### config.mk
export PLATFORM = sky130hd
export DESIGN_NAME = rgb565_six_color_quantize_pack
export DESIGN_NICKNAME = d
export VERILOG_FILES = /design/src/rtl/rcq_pkg.sv /design/src/rtl/rcq_color.sv /design/src/rtl/rcq_select.sv /design/src/rtl/rcq_addr.sv /design/src/rtl/rgb565_six_color_quantize_pack.sv
export SDC_FILE = /design/constraint.sdc
export NUM_CORES = 2
export LEC_CHECK = 0
export BUFFER_PORTS_ARGS = -buffer_cell sky130_fd_sc_hd__buf_4
export CORE_MARGIN = 2
export CORE_UTILIZATION = 45
export CTS_BUF_LIST = sky130_fd_sc_hd__clkbuf_2 sky130_fd_sc_hd__clkbuf_4 sky130_fd_sc_hd__clkbuf_8
export DETAILED_ROUTE_END_ITERATION = 7
export HOLD_SLACK_MARGIN = 0.08
export SLEW_MARGIN = 20
export SYNTH_ARGS = -nofsm -noshare
export SYNTH_HDL_FRONTEND = slang
export SYNTH_SLANG_ARGS = --single-unit
### constraint.sdc
create_clock -name clk -period 6.81 [get_ports clk]
set_input_delay 1.0215 -clock clk [delete_from_list [all_inputs] [get_ports clk]]
set_output_delay 1.0215 -clock clk [all_outputs]
set_load 0.05 [all_outputs]
### src/rtl/rcq_pkg.sv
// ----------------------------------------------------------------------------
// rcq_pkg: shared types and constants
// Palette codes, expansion constants and pipeline enable bundle for the
// RGB565 six-color quantizer.
// ----------------------------------------------------------------------------
package rcq_pkg;

	typedef logic [2:0]  pal_idx_t;
	typedef logic [22:0] dist_t;
	typedef logic [7:0]  chan_t;
	typedef logic [15:0] sq_t;

	typedef struct packed {
		logic s1;
		logic s2;
		logic s3;
		logic s4;
		logic s5;
	} stage_en_t;

	localparam pal_idx_t PAL_BLACK  = 3'd0;
	localparam pal_idx_t PAL_WHITE  = 3'd1;
	localparam pal_idx_t PAL_YELLOW = 3'd2;
	localparam pal_idx_t PAL_RED    = 3'd3;
	localparam pal_idx_t PAL_BLUE   = 3'd4;
	localparam pal_idx_t PAL_GREEN  = 3'd5;

	localparam logic [23:0] CODE_MAP_RESET = 24'h653210;

	localparam logic [15:0] EXP5_MUL = 16'd527;
	localparam logic [15:0] EXP5_ADD = 16'd23;
	localparam logic [15:0] EXP6_MUL = 16'd259;
	localparam logic [15:0] EXP6_ADD = 16'd33;

	localparam dist_t WEIGHT_R = 23'd30;
	localparam dist_t WEIGHT_G = 23'd59;
	localparam dist_t WEIGHT_B = 23'd11;

	localparam chan_t CHAN_FULL = 8'hFF;

endpackage

### src/rtl/rcq_color.sv
// ----------------------------------------------------------------------------
// rcq_color: channel expansion and weighted squared terms
// Stage 1 widens the channels to 8 bits, stage 2 squares the distance of each
// channel to 0 and to 255, stage 3 applies the 30/59/11 weights.
// ----------------------------------------------------------------------------
module rcq_color
	import rcq_pkg::*;
(
	input  logic        clk,
	input  stage_en_t   en,
	input  logic [15:0] pixel_rgb565,
	output dist_t       wr_lo_s3,
	output dist_t       wr_hi_s3,
	output dist_t       wg_lo_s3,
	output dist_t       wg_hi_s3,
	output dist_t       wb_lo_s3,
	output dist_t       wb_hi_s3
);

	logic [15:0] r_full, g_full, b_full;
	chan_t       r_s1, g_s1, b_s1;
	sq_t         r_lo_s2, r_hi_s2, g_lo_s2, g_hi_s2, b_lo_s2, b_hi_s2;
	chan_t       r_inv, g_inv, b_inv;

	assign r_full = {11'd0, pixel_rgb565[15:11]} * EXP5_MUL + EXP5_ADD;
	assign g_full = {10'd0, pixel_rgb565[10:5]} * EXP6_MUL + EXP6_ADD;
	assign b_full = {11'd0, pixel_rgb565[4:0]} * EXP5_MUL + EXP5_ADD;

	assign r_inv = CHAN_FULL - r_s1;
	assign g_inv = CHAN_FULL - g_s1;
	assign b_inv = CHAN_FULL - b_s1;

	always_ff @(posedge clk) begin
		if (en.s1) begin
			r_s1 <= r_full[13:6];
			g_s1 <= g_full[13:6];
			b_s1 <= b_full[13:6];
		end
		if (en.s2) begin
			r_lo_s2 <= {8'd0, r_s1} * {8'd0, r_s1};
			r_hi_s2 <= {8'd0, r_inv} * {8'd0, r_inv};
			g_lo_s2 <= {8'd0, g_s1} * {8'd0, g_s1};
			g_hi_s2 <= {8'd0, g_inv} * {8'd0, g_inv};
			b_lo_s2 <= {8'd0, b_s1} * {8'd0, b_s1};
			b_hi_s2 <= {8'd0, b_inv} * {8'd0, b_inv};
		end
		if (en.s3) begin
			wr_lo_s3 <= {7'd0, r_lo_s2} * WEIGHT_R;
			wr_hi_s3 <= {7'd0, r_hi_s2} * WEIGHT_R;
			wg_lo_s3 <= {7'd0, g_lo_s2} * WEIGHT_G;
			wg_hi_s3 <= {7'd0, g_hi_s2} * WEIGHT_G;
			wb_lo_s3 <= {7'd0, b_lo_s2} * WEIGHT_B;
			wb_hi_s3 <= {7'd0, b_hi_s2} * WEIGHT_B;
		end
	end

endmodule

### src/rtl/rcq_select.sv
// ----------------------------------------------------------------------------
// rcq_select: palette distance and nearest-color pick
// Stage 4 forms the six distances and keeps the winner of each pair, stage 5
// merges the pairs, lower index on ties, and looks up the panel code.
// ----------------------------------------------------------------------------
module rcq_select
	import rcq_pkg::*;
(
	input  logic        clk,
	input  stage_en_t   en,
	input  logic [23:0] code_map,
	input  dist_t       wr_lo_s3,
	input  dist_t       wr_hi_s3,
	input  dist_t       wg_lo_s3,
	input  dist_t       wg_hi_s3,
	input  dist_t       wb_lo_s3,
	input  dist_t       wb_hi_s3,
	output pal_idx_t    idx_s5,
	output logic [3:0]  code_s5
);

	dist_t    d_black, d_white, d_yellow, d_red, d_blue, d_green;
	dist_t    da_s4, db_s4, dc_s4;
	pal_idx_t ia_s4, ib_s4, ic_s4;
	dist_t    dab;
	pal_idx_t iab, iabc;
	logic [3:0] code_sel;

	assign d_black  = wr_lo_s3 + wg_lo_s3 + wb_lo_s3;
	assign d_white  = wr_hi_s3 + wg_hi_s3 + wb_hi_s3;
	assign d_yellow = wr_hi_s3 + wg_hi_s3 + wb_lo_s3;
	assign d_red    = wr_hi_s3 + wg_lo_s3 + wb_lo_s3;
	assign d_blue   = wr_lo_s3 + wg_lo_s3 + wb_hi_s3;
	assign d_green  = wr_lo_s3 + wg_hi_s3 + wb_lo_s3;

	always_ff @(posedge clk) begin
		if (en.s4) begin
			if (d_white < d_black) begin
				da_s4 <= d_white;
				ia_s4 <= PAL_WHITE;
			end else begin
				da_s4 <= d_black;
				ia_s4 <= PAL_BLACK;
			end
			if (d_red < d_yellow) begin
				db_s4 <= d_red;
				ib_s4 <= PAL_RED;
			end else begin
				db_s4 <= d_yellow;
				ib_s4 <= PAL_YELLOW;
			end
			if (d_green < d_blue) begin
				dc_s4 <= d_green;
				ic_s4 <= PAL_GREEN;
			end else begin
				dc_s4 <= d_blue;
				ic_s4 <= PAL_BLUE;
			end
		end
	end

	always_comb begin
		if (db_s4 < da_s4) begin
			dab = db_s4;
			iab = ib_s4;
		end else begin
			dab = da_s4;
			iab = ia_s4;
		end
		iabc = (dc_s4 < dab) ? ic_s4 : iab;
		case (iabc)
			PAL_BLACK:  code_sel = code_map[3:0];
			PAL_WHITE:  code_sel = code_map[7:4];
			PAL_YELLOW: code_sel = code_map[11:8];
			PAL_RED:    code_sel = code_map[15:12];
			PAL_BLUE:   code_sel = code_map[19:16];
			PAL_GREEN:  code_sel = code_map[23:20];
			default:    code_sel = code_map[3:0];
		endcase
	end

	always_ff @(posedge clk) begin
		if (en.s5) begin
			idx_s5  <= iabc;
			code_s5 <= code_sel;
		end
	end

endmodule

### src/rtl/rcq_addr.sv
// ----------------------------------------------------------------------------
// rcq_addr: rotated packed-nibble address
// Stage 1 rotates the coordinates and scales the row, stage 2 adds the column
// byte; stages 3 to 5 carry the result alongside the color path.
// ----------------------------------------------------------------------------
module rcq_addr
	import rcq_pkg::*;
#(
	parameter int FB_WIDTH  = 1024,
	parameter int FB_HEIGHT = 2048
) (
	input  logic        clk,
	input  stage_en_t   en,
	input  logic [10:0] screen_x,
	input  logic [9:0]  screen_y,
	output logic [19:0] addr_s5,
	output logic        hi_s5
);

	localparam logic [19:0] ROW_BYTES = 20'(FB_WIDTH / 2);
	localparam logic [19:0] FY_TOP    = 20'(FB_HEIGHT - 1);

	logic [19:0] fy;
	logic [19:0] row_s1;
	logic [8:0]  col_s1;
	logic        hi_s1, hi_s2, hi_s3, hi_s4;
	logic [19:0] addr_s2, addr_s3, addr_s4;

	assign fy = FY_TOP - {9'd0, screen_x};

	always_ff @(posedge clk) begin
		if (en.s1) begin
			row_s1 <= fy * ROW_BYTES;
			col_s1 <= screen_y[9:1];
			hi_s1  <= ~screen_y[0];
		end
		if (en.s2) begin
			addr_s2 <= row_s1 + {11'd0, col_s1};
			hi_s2   <= hi_s1;
		end
		if (en.s3) begin
			addr_s3 <= addr_s2;
			hi_s3   <= hi_s2;
		end
		if (en.s4) begin
			addr_s4 <= addr_s3;
			hi_s4   <= hi_s3;
		end
		if (en.s5) begin
			addr_s5 <= addr_s4;
			hi_s5   <= hi_s4;
		end
	end

endmodule

### src/rtl/rgb565_six_color_quantize_pack.sv
// ----------------------------------------------------------------------------
// rgb565_six_color_quantize_pack: six-color quantizer with nibble addressing
// Maps an RGB565 pixel to the nearest of six palette colors, picks its panel
// code and gives the rotated framebuffer byte address and nibble half.
//
//   port group   dir  handshake             contents
//   in_*         in   in_valid / in_ready   pixel_rgb565, screen_x, screen_y
//   out_*        out  out_valid / out_ready byte_address, high_nibble,
//                                           color_code, palette_index
//   cfg_*        in   cfg_wr_en             cfg_wr_data -> code_map
//
// Five register stages, s1 to s5, carry each pixel from its transfer to the
// output; one pixel per cycle is sustained while out_ready is high. Each stage
// advances when it is empty or the stage after it advances, so a stalled
// output holds the tail while upstream bubbles still fill. Reset clears the
// valid bits and restores code_map.
// ----------------------------------------------------------------------------
module rgb565_six_color_quantize_pack
	import rcq_pkg::*;
#(
	parameter int FB_WIDTH  = 1024,
	parameter int FB_HEIGHT = 2048
) (
	input  logic        clk,
	input  logic        arst_n,
	input  logic        in_valid,
	output logic        in_ready,
	input  logic [15:0] pixel_rgb565,
	input  logic [10:0] screen_x,
	input  logic [9:0]  screen_y,
	output logic        out_valid,
	input  logic        out_ready,
	output logic [19:0] byte_address,
	output logic        high_nibble,
	output logic [3:0]  color_code,
	output logic [2:0]  palette_index,
	input  logic        cfg_wr_en,
	input  logic [23:0] cfg_wr_data
);

	logic [23:0] code_map_q;
	logic        v1_s1, v2_s2, v3_s3, v4_s4, v5_s5;
	logic        adv1, adv2, adv3, adv4, adv5;
	stage_en_t   en;
	dist_t       wr_lo, wr_hi, wg_lo, wg_hi, wb_lo, wb_hi;

	assign adv5 = ~v5_s5 | out_ready;
	assign adv4 = ~v4_s4 | adv5;
	assign adv3 = ~v3_s3 | adv4;
	assign adv2 = ~v2_s2 | adv3;
	assign adv1 = ~v1_s1 | adv2;

	assign en = '{s1: adv1, s2: adv2, s3: adv3, s4: adv4, s5: adv5};

	assign in_ready  = adv1;
	assign out_valid = v5_s5;

	always_ff @(posedge clk or negedge arst_n) begin
		if (!arst_n) begin
			v1_s1      <= 1'b0;
			v2_s2      <= 1'b0;
			v3_s3      <= 1'b0;
			v4_s4      <= 1'b0;
			v5_s5      <= 1'b0;
			code_map_q <= CODE_MAP_RESET;
		end else begin
			if (adv1) v1_s1 <= in_valid;
			if (adv2) v2_s2 <= v1_s1;
			if (adv3) v3_s3 <= v2_s2;
			if (adv4) v4_s4 <= v3_s3;
			if (adv5) v5_s5 <= v4_s4;
			if (cfg_wr_en) code_map_q <= cfg_wr_data;
		end
	end

	rcq_color u_color (
		.clk          (clk),
		.en           (en),
		.pixel_rgb565 (pixel_rgb565),
		.wr_lo_s3     (wr_lo),
		.wr_hi_s3     (wr_hi),
		.wg_lo_s3     (wg_lo),
		.wg_hi_s3     (wg_hi),
		.wb_lo_s3     (wb_lo),
		.wb_hi_s3     (wb_hi)
	);

	rcq_select u_select (
		.clk      (clk),
		.en       (en),
		.code_map (code_map_q),
		.wr_lo_s3 (wr_lo),
		.wr_hi_s3 (wr_hi),
		.wg_lo_s3 (wg_lo),
		.wg_hi_s3 (wg_hi),
		.wb_lo_s3 (wb_lo),
		.wb_hi_s3 (wb_hi),
		.idx_s5   (palette_index),
		.code_s5  (color_code)
	);

	rcq_addr #(
		.FB_WIDTH  (FB_WIDTH),
		.FB_HEIGHT (FB_HEIGHT)
	) u_addr (
		.clk      (clk),
		.en       (en),
		.screen_x (screen_x),
		.screen_y (screen_y),
		.addr_s5  (byte_address),
		.hi_s5    (high_nibble)
	);

endmodule

==> results.py <==
metrics = {
    "synthesis": {
        "synth-seq-cells": 445,
        "synthFlopType": "edfxtp_1",
        "synth_cells": 4290,
        "syn_area_um2": 45500,
        "async_reset_ff_share_pct": 6.52,
        "synth-seq-area-share_pct": 29.1,
        "avgSynthCellArea_um2": 10.6,
        "yosys-top-cells-count": "ha_1 (723), inv_1 (662), edfxtp_1 (416), fa_1 (364), nor2_1 (295)",
        "synth_top_cell_area_share_pct": 27.5,
        "synth_area_leaders": "edfxtp_1 (27%), ha_1 (20%), fa_1 (16%), inv_1 (5.5%), xnor2_1 (5.0%)",
        "yosysMostFrequentCell": "ha_1",
        "yosys_warnings": 0,
        "yosys.area.top_type": "edfxtp_1",
        "synthDistinctLibCells": 94,
        "synth_edf_count": 416,
    },
    "clock_tree": {
        "insertion_delay_ns": 0.75,
        "cts.sinks": 445,
        "cts.htree.levels": 3,
        "clockBufferDepth": 3,
        "cts_root_buf": "clkbuf_8",
        "hold_buffers": 0,
        "cts_tree": "done",
        "clkSlewWorstSetupHoldPaths_ns": 0.06,
        "cts_made_buffers": 84,
    },
    "worst_setup_path": {
        "end_kind": "flip-flop",
        "cp.arrival_ns": 6.88,
        "critPathSlowestCell": "edfxtp_1",
        "rr_worst_depth": 32,
        "path_max_fanout": 8,
        "cp_slowest_stage_delay_ns": 0.43,
        "crit_type": "flip-flop to flip-flop",
        "worst_setup_path_start_kind": "flip-flop",
        "required_ns": 7.29,
        "crit_top_cell": "o21ai_1",
    },
    "placed_design": {
        "routabilityCongestion": 0.927,
        "place_inst": 5652,
        "dp_hpwl_um": 81900,
        "port_buffers": 95,
    },
    "global_route": {
        "grt_start_max_net_pins": 141,
        "antenna_found_initial": 4,
        "groute.usage.overall_pct": 19.6,
        "grt_pass1_vias": 30600,
        "grt_pass1_wl_um": 160000,
        "overflow": 0,
    },
    "floorplan": {
        "ios": 96,
        "start_util_pct": 45.4,
        "dieArea_um2": 104000,
        "coreArea_um2": 100000,
        "die_w_um": 322,
        "fp.dieH_um": 322,
        "row_count": 116,
    },
    "finish": {
        "area_growth_pct": 9.39,
        "drive_above_1_share_pct": 8.80,
        "stdcell_count": 5824,
        "nNetsFinal": 5610,
    },
    "detailed_routing": {
        "postRouteWirelength_um": 98700,
        "drcViolationCount": 0,
        "drt_pre_antenna_iters": 5,
        "vias": 30100,
        "dr.first_iter.drc_count": 1531,
        "wire_per_inst_um": 17.0,
        "routed_via_density": 5.17,
        "antenna_left": 0,
    },
    "timing": {
        "finalCritPeriodShare_pct": 93.9,
        "min_period_ns": 6.40,
        "max_freq_mhz": 156,
        "setup_viol": 0,
        "fin_tns_setup_ns": 0,
        "finalHoldViolations": 0,
        "drv_slew": 0,
        "tightest_slew_ns": 1.02,
        "slew-limit-headroom_pct": 32.1,
        "finalClockSkew_ns": 0.0676,
    },
    "status": {
        "outcome": "finished, final reports clean",
    },
    "job": {
        "cap_violations": 0,
    },
    "hold_path": {
        "holdCritPathClass": "input pin to asynchronous set/reset pin",
    },
}
==> metal layers <==
metal | routed length [um] | track usage, % | up-vias
met2 | 45700 | 32.2 | 443
met1 | 46200 | 26.8 | 14500
li1 | - | - | 15000
met5 | 0 | 0 | -
met4 | 2710 | 5.59 | 0
met3 | 4060 | 2.87 | 131
==> worst paths after layout <==
kind / startpoint / to / slack [ns]
worst max register to register: u_color.wr_hi_s3[2] / u_select.da_s4[6] / 0.41
worst min-delay path: arst_n / code_map_q[2] / 0.20
worst min register to register: u_addr.addr_s3[14] / u_addr.addr_s4[14] / 0.39
min in group clk: u_addr.addr_s3[14] / u_addr.addr_s4[14] / 0.39
max in group asynchronous: arst_n / code_map_q[13] / 6.29
worst max-delay path: u_color.wr_hi_s3[2] / u_select.da_s4[6] / 0.41
==> what timing repair did <==
item | CTS | global route
setup endpoints to repair | 0 | 23
setup buffers | 0 | 16
resized for setup | 0 | 18
==> flip-flops by register name, summed over array words and instances, names as in the netlist, 9 cells and up <==
signal,cells
u_addr.row_s1,11
u_color.wb_lo_s3,19
u_addr.addr_s2,20
u_color.r_hi_s2,15
u_color.wg_hi_s3,21
u_addr.addr_s5,20
u_select.da_s4,23
u_color.wr_hi_s3,19
u_color.r_lo_s2,15
u_color.g_hi_s2,15
u_color.g_lo_s2,15
u_color.wb_hi_s3,19
code_map_q,24
u_color.wr_lo_s3,19
u_addr.addr_s4,20
u_addr.col_s1,9
u_color.wg_lo_s3,21
u_select.db_s4,23
u_color.b_lo_s2,15
u_select.dc_s4,23
u_addr.addr_s3,20
u_color.b_hi_s2,15
==> layout make-up <==
type	count	area (um2)
Tap cell	1298	1620
Antenna cell	2	5.00
Inverter	663	2490
Clock buffer	110	1350
Multi-Input combinational cell	3137	29700
Fill cell	9190	50400
Clock inverter	43	378
Timing Repair Buffer	126	1010
Sequential cell	445	13200
==> cell usage in the layout, fill, tap and decap left out, types with 14 or more instances in the layout <==
master / count
edfxtp_1: 416
xor2_1: 88
a211oi_1: 19
o21ai_1: 28
or3_1: 19
a21oi_1: 224
mux2i_1: 71
and2_1: 47
o21a_1: 48
mux2_2: 53
buf_4: 120
clkbuf_8: 84
nor2_1: 295
a21o_1: 75
clkbuf_4: 26
nand3_1: 40
fa_1: 363
o211ai_1: 15
nor3_1: 72
o21ai_0: 103
inv_1: 661
clkinv_1: 20
o31ai_1: 14
nor2b_1: 59
and3_1: 20
ha_1: 722
xnor2_1: 261
or2_2: 28
nand2_1: 174
a31oi_1: 15
nand4_1: 15
o21bai_1: 56
nand2b_1: 41
dfrtp_1: 21
==> cell families after synthesis <==
group                    Yosys count  synth area share [%]
XOR/XNOR                         350                  6.74
adder cells (fa/ha/maj)         1087                  35.9
other                              1               0.00824
multiplexers                     131                  3.05
buffers and inverters            717                  5.98
flip-flops                       445                  29.1
AO/OA/AOI/OAI                    721                  10.6
AND/OR/NAND/NOR                  838                  8.70
==> worst max-delay path, delay by kind of cell (launching register included) <==
family / cells / cell delay (ns)
AND/OR/NAND/NOR: 9 / 1.05
adder cells (fa/ha/maj): 4 / 1.04
buffers and inverters: 4 / 0.48
XOR/XNOR: 2 / 0.39
AO/OA/AOI/OAI: 12 / 2.39
flip-flops: 1 / 0.43
multiplexers: 1 / 0.33
==> per-stage QoR <==
| stage | area, um2 | worst slack, ns | utilization (%) | hold WS (ns) |
|---|---|---|---|---|
| after floorplan | 45500 | 0.0911 | - | 0.400 |
| after detailed placement | 47800 | 0.160 | 47.7 | 0.405 |
| final | 49800 | 0.413 | 49.7 | 0.200 |
| after CTS | 49500 | 0.118 | 49.5 | 0.130 |
| after global routing | 49800 | -0.0228 | 49.7 | 0.160 |
| after global placement | 47800 | 0.255 | 47.7 | 0.400 |
Power is left out: the tool's default activity adds up to more than one toggle a clock period on the data nets, which glitch-free logic cannot reach.
